## config.mk

```make
export PLATFORM = sky130hd
export DESIGN_NAME = tacm_mul
export DESIGN_NICKNAME = d
export VERILOG_FILES = /design/src/hdl/tacm_pkg.sv /design/src/hdl/tacm_mul.sv
export SDC_FILE = /design/constraint.sdc
export NUM_CORES = 2
export LEC_CHECK = 0
export BUFFER_PORTS_ARGS = -buffer_cell sky130_fd_sc_hd__buf_2
export CORE_UTILIZATION = 50
export DETAILED_ROUTE_END_ITERATION = 7
export PLACE_DENSITY_LB_ADDON = 0.08
export SYNTH_ARGS = -nofsm -noshare
export SYNTH_HDL_FRONTEND = slang
export SYNTH_SLANG_ARGS = --single-unit
export TNS_END_PERCENT = 50
```

## constraint.sdc

```tcl
create_clock -name clk -period 10 [get_ports clk]
set_clock_uncertainty 0.05 [all_clocks]
set_input_delay 1 -clock clk [delete_from_list [all_inputs] [get_ports clk]]
set_output_delay 1 -clock clk [all_outputs]
set_load 0.05 [all_outputs]
```

## src/hdl/tacm_pkg.sv

```systemverilog
`default_nettype none
package tacm_pkg;

  localparam int FRAC_BITS_DEF = 8;

  localparam int POS_W      = 24;
  localparam int DRV_W      = 8;
  localparam int CFG_IDX_W  = 2;
  localparam int CFG_DATA_W = 16;
  localparam int MUL_W      = 33;
  localparam int PROD_W     = 2 * MUL_W;

  localparam logic [15:0] SCALE_RST = 16'd256;
  localparam logic [15:0] TOL_RST   = 16'd128;
  localparam logic [7:0]  VEL_RST   = 8'd50;

  localparam logic [CFG_IDX_W-1:0] REG_SCALE = 2'd0;
  localparam logic [CFG_IDX_W-1:0] REG_TOL   = 2'd1;
  localparam logic [CFG_IDX_W-1:0] REG_VEL   = 2'd2;

  localparam logic CMD_START = 1'b0;
  localparam logic CMD_TICK  = 1'b1;

  typedef struct packed {
    logic [15:0] counts_to_mm_scale;
    logic [15:0] tolerance_mm;
    logic [7:0]  velocity;
  } cfg_t;

  typedef struct packed {
    logic                    cmd;
    logic signed [POS_W-1:0] target_x;
    logic signed [POS_W-1:0] target_y;
    logic signed [POS_W-1:0] count_x;
    logic signed [POS_W-1:0] count_y;
  } in_item_t;

  typedef struct packed {
    logic signed [DRV_W-1:0] drive_x;
    logic signed [DRV_W-1:0] drive_y;
    logic                    moving;
    logic                    finished;
  } out_item_t;

endpackage
`default_nettype wire

```

## src/hdl/tacm_mul.sv

```systemverilog
`default_nettype none
module tacm_mul (
  input  wire logic                                clk,
  input  wire logic signed [tacm_pkg::MUL_W-1:0]   a,
  input  wire logic signed [tacm_pkg::MUL_W-1:0]   b,
  output logic signed [tacm_pkg::PROD_W-1:0]       prod
);

  logic signed [tacm_pkg::PROD_W-1:0] prod_r;

  always_ff @(posedge clk) begin
    prod_r <= a * b;
  end

  assign prod = prod_r;

endmodule
`default_nettype wire

```

==> flow_summary.yaml <==
cts:
  holdBufCountCts: 0
  cts-resized-gates: 0
  clockBufferDepth: 2
  cts.clk_slew.worst_paths_ps: 70
  post_cts_buffers: 0
  clock-sinks: 66
  cts_root_buf: "clkbuf_16"
  htree_levels: 3
  cts_tree: "done"
  numCtsBuffers: 9
timing:
  fmax_ghz: 0.1141
  finalCriticalPeriod_ps: 8761
  setup_viol: 0
  maxSlewHeadroom_pct: 41.29
  hold_viol: 0
  grt_setup_unrepaired: "false"
  report.final.slew_viol_count: 0
  fin_crit_sh_pct: 87.61
  setup-tns-final_ps: 0
  max_slew.worst_pin.slew_ps: 880.6
worst_setup_path:
  cpMostUsedCell: "fa_1"
  crit_slowest_cell: "fa_1"
  crit_type: "primary input to flop"
  cp.arrival_ps: 8990
  critPathMaxFanout: 24
  path_cells: "buf_2 > nand2_1 > inv_1 > fa_1 > fa_1 > fa_1 > inv_1 > fa_1 > fa_1 > fa_1 > fa_1 > fa_1 > inv_1 > ha_1 > and4_1 > nand3_1 > nand2b_1 > a2111oi_4 > a211oi_4 > a21o_2 > a21o_1 > a211oi_2"
  worst_path_largest_cell_delay_ps: 900
  worstPathRequired_ps: 10230
  start_kind: "primary input"
  cp_top_family: "adder cells"
  crit_buf_inv: 4
  endpoint_kind: "flop"
place:
  io_buffers: 132
  dp.final_hpwl_mm: 93.52
  globalplace.congestion: 0.9146
logic_synthesis:
  synth_area_per_cell_um2: 9.390
  syn_inst: 4338
  ys.flop_type: "dfxtp_1"
  syn_area_um2: 40730
  async_flop_share_pct: 0
  synth_common_cells: "fa_1, inv_1, and2_1, nand2_1, ha_1"
  synth-seq-cells: 66
  yosysSeqAreaShare_pct: 3.244
  synthTopCellsByArea: "fa_1, inv_1, and2_1"
  synth-edff-count: 0
  yosysUniqueCellTypes: 80
  synth.most_common_cell: "fa_1"
  yosysTopAreaCell: "fa_1"
  syn-num-nets: 5767
  synth_top_area_share_pct: 56.27
  yosysWarningCount: 0
routing:
  viasPerCell: 5.219
  initialDrtViolationCount: 1298
  drt_wl_total_mm: 110.7
  route.antenna.remaining_nets: 0
  drtPass1Iterations: 5
  wl_per_cell_um: 20.65
  drc_errors: 0
  vias: 27970
floorplan:
  die_x_um: 287.4
  rows: 104
  initial_core_util_pct: 50.57
  die_area_um2: 82610
  io_pins: 133
  core_area_um2: 80550
  die_y_um: 287.4
layout:
  drive_above_1_share_pct: 5.050
  nets: 5721
  largest_register_ffs: 66
  area_growth_pct: 4.098
run:
  maxCapViolCount: 0
grt:
  grt_util_all_layers_pct: 28.32
  overflow: 0
  antenna_found_initial: 4
  grt_pass1_wl_mm: 176.1
  grt_max_degree: 34
  grt_pass1_vias: 30640
hold_path:
  whs_endpoint: "prod[0]"
  min_path_cells: 2
  worstHoldStart: "b[0]"
  hold_path.class: "primary input to flop"
status:
  status: "finished clean"
-- layer usage --
layer / part of all wire [%] / wire, µm / GRT usage [%]
met1: 39 / 42730 / 34.88
met2: 54 / 59710 / 51.89
met3: 3.5 / 3910 / 2.746
met4: 3.9 / 4283 / 9.082
met5: 0.015 / 17 / 0
-- stage by stage --
| step | utilization [%] | hold WS, ps | area [µm²] | cells | setup slack (ps) |
|---|---|---|---|---|---|
| final | 52.64 | 1159 | 42400 | 5359 | 1239 |
| after global routing | 52.64 | 1182 | 42400 | 5358 | 755.5 |
| after CTS | 52.64 | 1171 | 42400 | 5357 | 1213 |
| after detailed placement | 52.28 | 1418 | 42110 | 5341 | 852.2 |
| after global placement | 52.28 | 1418 | 42110 | 5341 | 927.5 |
| after floorplan | - | 1077 | 40730 | 4338 | 1714 |
-- final cells by class --
| type | count | area, µm² |
|---|---|---|
| Fill cell | 7625 | 38140 |
| Multi-Input combinational cell | 2920 | 34320 |
| Inverter | 1131 | 4245 |
| Tap cell | 1060 | 1326 |
| Sequential cell | 66 | 1321 |
| Timing Repair Buffer | 164 | 900.9 |
| Clock buffer | 9 | 225.2 |
| Clock inverter | 7 | 62.56 |
| Antenna cell | 2 | 5.005 |
-- how the worst max path moves through the flow --
stage	startpoint	end	depth (start not counted)	slack [ps]
6_report	a[32]	prod[62]	22	1240
5_1_grt	a[32]	prod[58]	24	760
3_3_place_gp	a[32]	prod[62]	22	930
4_1_cts	a[32]	prod[58]	22	1210
2_1_floorplan	a[32]	prod[62]	23	1710
3_5_place_dp	a[32]	prod[62]	22	850
-- layout by cell type (no fill, tap or decap), types with 25 or more instances in the layout --
cell / count
a21o_1: 36
a21oi_1: 57
and2_1: 562
buf_2: 132
buf_4: 32
dfxtp_1: 66
fa_1: 1145
ha_1: 217
inv_1: 1131
nand2_1: 551
nand3_1: 25
nor2_1: 68
o21ai_0: 25
xnor2_1: 43
xor2_1: 25
-- cell families (layout without fill, tap and decap cells) --
| family | after synthesis | in the layout | synth area share (%) |
|---|---|---|---|
| AOI/OAI and AO/OA | 219 | 219 | 4.067 |
| other | 0 | 2 | 0 |
| and+or+nand+nor | 1271 | 1271 | 15.78 |
| xor gates and xnor gates | 68 | 68 | 1.462 |
| buffers and inverters | 1352 | 1311 | 12.51 |
| adders and majority gates | 1362 | 1362 | 62.94 |
| DFF | 66 | 66 | 3.244 |
Power is not shown: default switching activity piles up to over one toggle a cycle in this logic, so the estimate is an artifact.
