`config.mk`:
```
export PLATFORM = sky130hd
export DESIGN_NAME = tacm_cfg
export DESIGN_NICKNAME = d
export VERILOG_FILES = /design/src/hdl/tacm_pkg.sv /design/src/hdl/tacm_cfg.sv
export SDC_FILE = /design/constraint.sdc
export NUM_CORES = 1
export LEC_CHECK = 0
export ABC_AREA = 1
export BUFFER_PORTS_ARGS = -buffer_cell sky130_fd_sc_hd__buf_2
export CAP_MARGIN = 20
export CORE_ASPECT_RATIO = 0.6
export CORE_MARGIN = 3
export CORE_UTILIZATION = 44
export CTS_BUF_LIST = sky130_fd_sc_hd__clkbuf_16
export DETAILED_ROUTE_END_ITERATION = 8
export GPL_TIMING_DRIVEN = 0
export HOLD_SLACK_MARGIN = 0.15
export PLACE_DENSITY_LB_ADDON = 0.25
export SLEW_MARGIN = 15
export SYNTH_ARGS = -nofsm -noshare
export SYNTH_HDL_FRONTEND = slang
export SYNTH_SLANG_ARGS = --single-unit
```
`constraint.sdc`:
```
create_clock -name clk -period 0.8 [get_ports clk]
set_input_delay 0.08 -clock clk [delete_from_list [all_inputs] [get_ports clk]]
set_output_delay 0.08 -clock clk [all_outputs]
set_load 0.01 [all_outputs]
```
`src/hdl/tacm_pkg.sv`:
```
`default_nettype none
package tacm_pkg;

  localparam int FRAC_BITS_DEF = 8;

  localparam int POS_W      = 24;
  localparam int DRV_W      = 8;
  localparam int CFG_IDX_W  = 2;
  localparam int CFG_DATA_W = 16;
  localparam int MUL_W      = 33;
  localparam int PROD_W     = 2 * MUL_W;

  localparam logic [15:0] SCALE_RST = 16'd256;
  localparam logic [15:0] TOL_RST   = 16'd128;
  localparam logic [7:0]  VEL_RST   = 8'd50;

  localparam logic [CFG_IDX_W-1:0] REG_SCALE = 2'd0;
  localparam logic [CFG_IDX_W-1:0] REG_TOL   = 2'd1;
  localparam logic [CFG_IDX_W-1:0] REG_VEL   = 2'd2;

  localparam logic CMD_START = 1'b0;
  localparam logic CMD_TICK  = 1'b1;

  typedef struct packed {
    logic [15:0] counts_to_mm_scale;
    logic [15:0] tolerance_mm;
    logic [7:0]  velocity;
  } cfg_t;

  typedef struct packed {
    logic                    cmd;
    logic signed [POS_W-1:0] target_x;
    logic signed [POS_W-1:0] target_y;
    logic signed [POS_W-1:0] count_x;
    logic signed [POS_W-1:0] count_y;
  } in_item_t;

  typedef struct packed {
    logic signed [DRV_W-1:0] drive_x;
    logic signed [DRV_W-1:0] drive_y;
    logic                    moving;
    logic                    finished;
  } out_item_t;

endpackage
`default_nettype wire

```
`src/hdl/tacm_cfg.sv`:
```
`default_nettype none
module tacm_cfg (
  input  wire logic                             clk,
  input  wire logic                             rst_n,
  input  wire logic                             we,
  input  wire logic [tacm_pkg::CFG_IDX_W-1:0]   idx,
  input  wire logic [tacm_pkg::CFG_DATA_W-1:0]  data,
  output tacm_pkg::cfg_t                        cfg
);

  tacm_pkg::cfg_t cfg_r;

  always_ff @(posedge clk) begin
    if (!rst_n) begin
      cfg_r.counts_to_mm_scale <= tacm_pkg::SCALE_RST;
      cfg_r.tolerance_mm       <= tacm_pkg::TOL_RST;
      cfg_r.velocity           <= tacm_pkg::VEL_RST;
    end else if (we) begin
      unique case (idx)
        tacm_pkg::REG_SCALE: cfg_r.counts_to_mm_scale <= data;
        tacm_pkg::REG_TOL:   cfg_r.tolerance_mm       <= data;
        tacm_pkg::REG_VEL:   cfg_r.velocity           <= data[7:0];
        default: begin
        end
      endcase
    end
  end

  assign cfg = cfg_r;

endmodule
`default_nettype wire

```
==> summary.md <==
| Metric | Value |
|---|---|
| Worst-path cell chain | buf_6 |
| R2r endpoint | cfg[19]$_SDFFE_PN0P_ |
| Final wirelength | 4.820 mm |
| Worst Path Buf+Inv | 1 |
| Sequential Power Share | 45.4% |
| Post-synth EDFFs | 0 |
| Final GP Congestion | 0.7934 |
| PnR Total Power | 4.837 mW |
| Yosys cell types | 16 |
| Worst hold slack | 0.1332 ns |
| Ratio of cells with drive above 1 in the final layout | 35.37% |
| Worst Setup EP | cfg[1] |
| Setup crit start kind | flop |
| R2R Path Start | cfg[19]$_SDFFE_PN0P_ |
| RSZ-0062 raised after global routing | yes |
| Setup TNS | -0.02047 ns |
| Hold depth | 5 |
| CORE AREA | 3503 um2 |
| Async SR Flop Fraction | 0% |
| Antenna Cells | 0 |
| Chip height | 54.58 um |
| CTS Buffer Depth | 2 |
| Least-Margin Pin Slew | 0.4782 ns |
| Setup-failing EPs final | 2 |
| CP arrival | 0.74 ns |
| Clock H-tree levels | 2 |
| Worst R2R Path Depth | 5 |
| DP Worst Slack | -0.1972 ns |
| Max-slew violations | 0 |
| P_int | around 3.7 mW |
| Crit path time final | 0.8159 ns |
| Io pins | 61 |
| CP Capture Type | primary output |
| Power density over the cells | 1801 nW/um2 |
| Comb power frac | 16.8% |
| Fill cells | 276 |
| Vias per inst | about 4.8 |
| Fin crit share | 102.0% |
| Syn Area/Cell | 6.894 um2 |
| Synthesized area | 1730 um2 |
| WL/cell | 12.92 um |
| Setup crit start | cfg[1]$_SDFFE_PN1P_ |
| Clock latency on the worst-skew pair | 0.28 ns |
| GRT Total Usage | a little under a quarter |
| Most area-consuming cells after synthesis | dfxtp_1, nand2_1, nor2_1 |
| Starting density of the core | 49.39% |
| Sequential area share after synthesis | a little under half |
| Post-route ant nets | 0 |
| Slew HR | 68.12% |
| Critical path type | flop to primary output |
| Max Clk Rate | approximately 1200 MHz |
| Outcome | complete, but fails checks |
| Vias in the first global route | 1804 |
| Clock sink count | 40 |
| Vias | approximately 1800 |
| First-pass GRT wire length | 8.073 mm |
| Critical path's largest stage delay | 0.35 ns |
| Synth area leader | dfxtp_1 |
| Num rows | 16 |
| MaxCap Viol Count | 0 |
| Power share of the clock group | 37.8% |
| CTS Buf Count | 5 |
| Register bit total from synthesis | 40 |
| Top_reg_cell synth | dfxtp_1 |
| Most frequent cell after synthesis | nand2_1 |
| Synth Warn # | 0 |
| Flop-to-flop setup slack | 0.07 ns |
| Static leakage | 1.394 nW |
| Hold Crit Class | input pin to flop |
| Fin. Hold Viols | 0 |
| Worst setup margin | -0.01586 ns |
| Antenna violations before repair | 0 |
| GRT overflow | 0 |
| Max reg flops | 40 |
| Starting DRC count in detailed routing | 101 |
| Crit Path Max Fanout | 2 |
| Setup Skew | 0 ns |
| Layout net count | between 300 and 400 |
| Detailed Routing Iterations Pass 1 | 4 |
| Yosys top cell area share | ~46% |
| Die area | 4746 um2 |
| Max IR drop VDD | between 1 and 1.5 mV |
| HPWL Detailed | 3.269 mm |
| Clock root buffer | clkbuf_16 |
| WP data required | just over 0.7 ns |
| CTS tree | yes |
| CTS clk-pin slew, worst paths | 0.06 ns |
| Input/output buffers | 59 |
| Failing checks | negative setup slack |
| Syn Inst Count | around 250 |
| Area grow syn2layout | 55.17% |
| Most frequent cells after synthesis | nand2_1, nor2_1, dfxtp_1 |
| Synth Net Count | roughly 270 |
| CP Depth | 1 |
| Net switching power | 1.186 mW |
| Largest net degree at the start of global routing | 12 |
| Drt drc | 0 |
| Delay-heaviest family, CP | flip-flops |
| Die width | 86.96 um |
| CP max-delay cell | dfxtp_2 |
| Switching Share | 24.52% |
[power by group through the flow]
stage                     logic, mW  registers [mW]  clock network [mW]
after global routing          0.904            2.21                1.93
after CTS                     0.807            2.19                1.86
final                         0.815            2.19                1.83
after detailed placement      0.622            2.19                   0
after global placement        0.609            2.19                   0
after floorplan               0.319            2.24                   0
[metrics by stage]
step                      utilization, %  instances  instance area (um2)
after floorplan                        -        251                 1730
after global placement             59.43        355                 2082
after detailed placement           59.43        355                 2082
after CTS                          77.04        381                 2699
after global routing               76.64        373                 2685
final                              76.64        373                 2685
[timing repair]
action,in CTS,in global routing
pin swaps,0,2
setup endpoints to repair,40,61
gates cloned,0,0
hold buffers,19,3
resized for setup,79,10
hold endpoints to repair,31,6
setup buffers,0,2
[cell usage in the layout, fill, tap and decap left out, drive strengths merged]
cell type / netlist / routed
nor2: 56 / 56
nand4: 4 / 4
dfxtp: 40 / 40
clkbuf: 2 / 9
inv: 37 / 37
buf: 13 / 63
dlymetal6s4s: 0 / 3
nand2: 61 / 61
nand3: 23 / 23
a21oi: 15 / 15
dlygate4sd3: 0 / 15
clkinv: 0 / 2
[tightest hold or removal path, stage by stage]
cell,delay (ns)
buf_2,0.08
inv_1,0.03
nand3_1,0.07
nand2_1,0.04
nor2_1,0.07
[final cells by class]
| cell class | instances | area [um2] | area share [%] |
|---|---|---|---|
| repair buffers | 70 | 703.2 | 26.19 |
| well taps | 45 | 56.30 | 2.097 |
| inverters | 37 | 138.9 | 5.172 |
| clock buffers | 5 | 125.1 | 4.660 |
| clock inverters | 2 | 7.507 | 0.2796 |
| multi-input cells | 159 | 684.4 | 25.49 |
| flip-flops and latches | 40 | 850.8 | 31.69 |
| plain buffers | 15 | 118.9 | 4.427 |
[metal layers]
layer / global-route usage, % / wire, um / up-vias / share of wire, %
met2: 38.92 / 2249 / 71 / 47
met1: 26.50 / 2068 / 811 / 43
li1: - / - / 908 / -
met4: 8.808 / 104 / 0 / 2.2
met3: 7.368 / 397 / 11 / 8.2
met5: 0 / 0 / - / 0
[cells by family (layout without fill, tap and decap cells)]
| kind of cell | Yosys count | in the layout | share of synthesized area, % |
|---|---|---|---|
| AOI/OAI and AO/OA | 15 | 15 | 4.338 |
| and+or+nand+nor | 144 | 144 | 34.92 |
| DFF | 40 | 40 | 46.28 |
| buffers and inverters | 52 | 129 | 14.46 |
[worst min path at each step]
stage / slack, ns / to / start
after floorplan: 0.21 / cfg[23]$_SDFFE_PN0P_ / data[15]
after global placement: 0.32 / cfg[20]$_SDFFE_PN0P_ / data[12]
after detailed placement: 0.33 / cfg[20]$_SDFFE_PN0P_ / data[12]
after CTS: 0.16 / cfg[25]$_SDFFE_PN0P_ / data[1]
after global routing: 0.16 / cfg[31]$_SDFFE_PN0P_ / data[7]
final: 0.13 / cfg[31]$_SDFFE_PN0P_ / data[7]
Note: power is estimated with default switching activity, not from simulation.
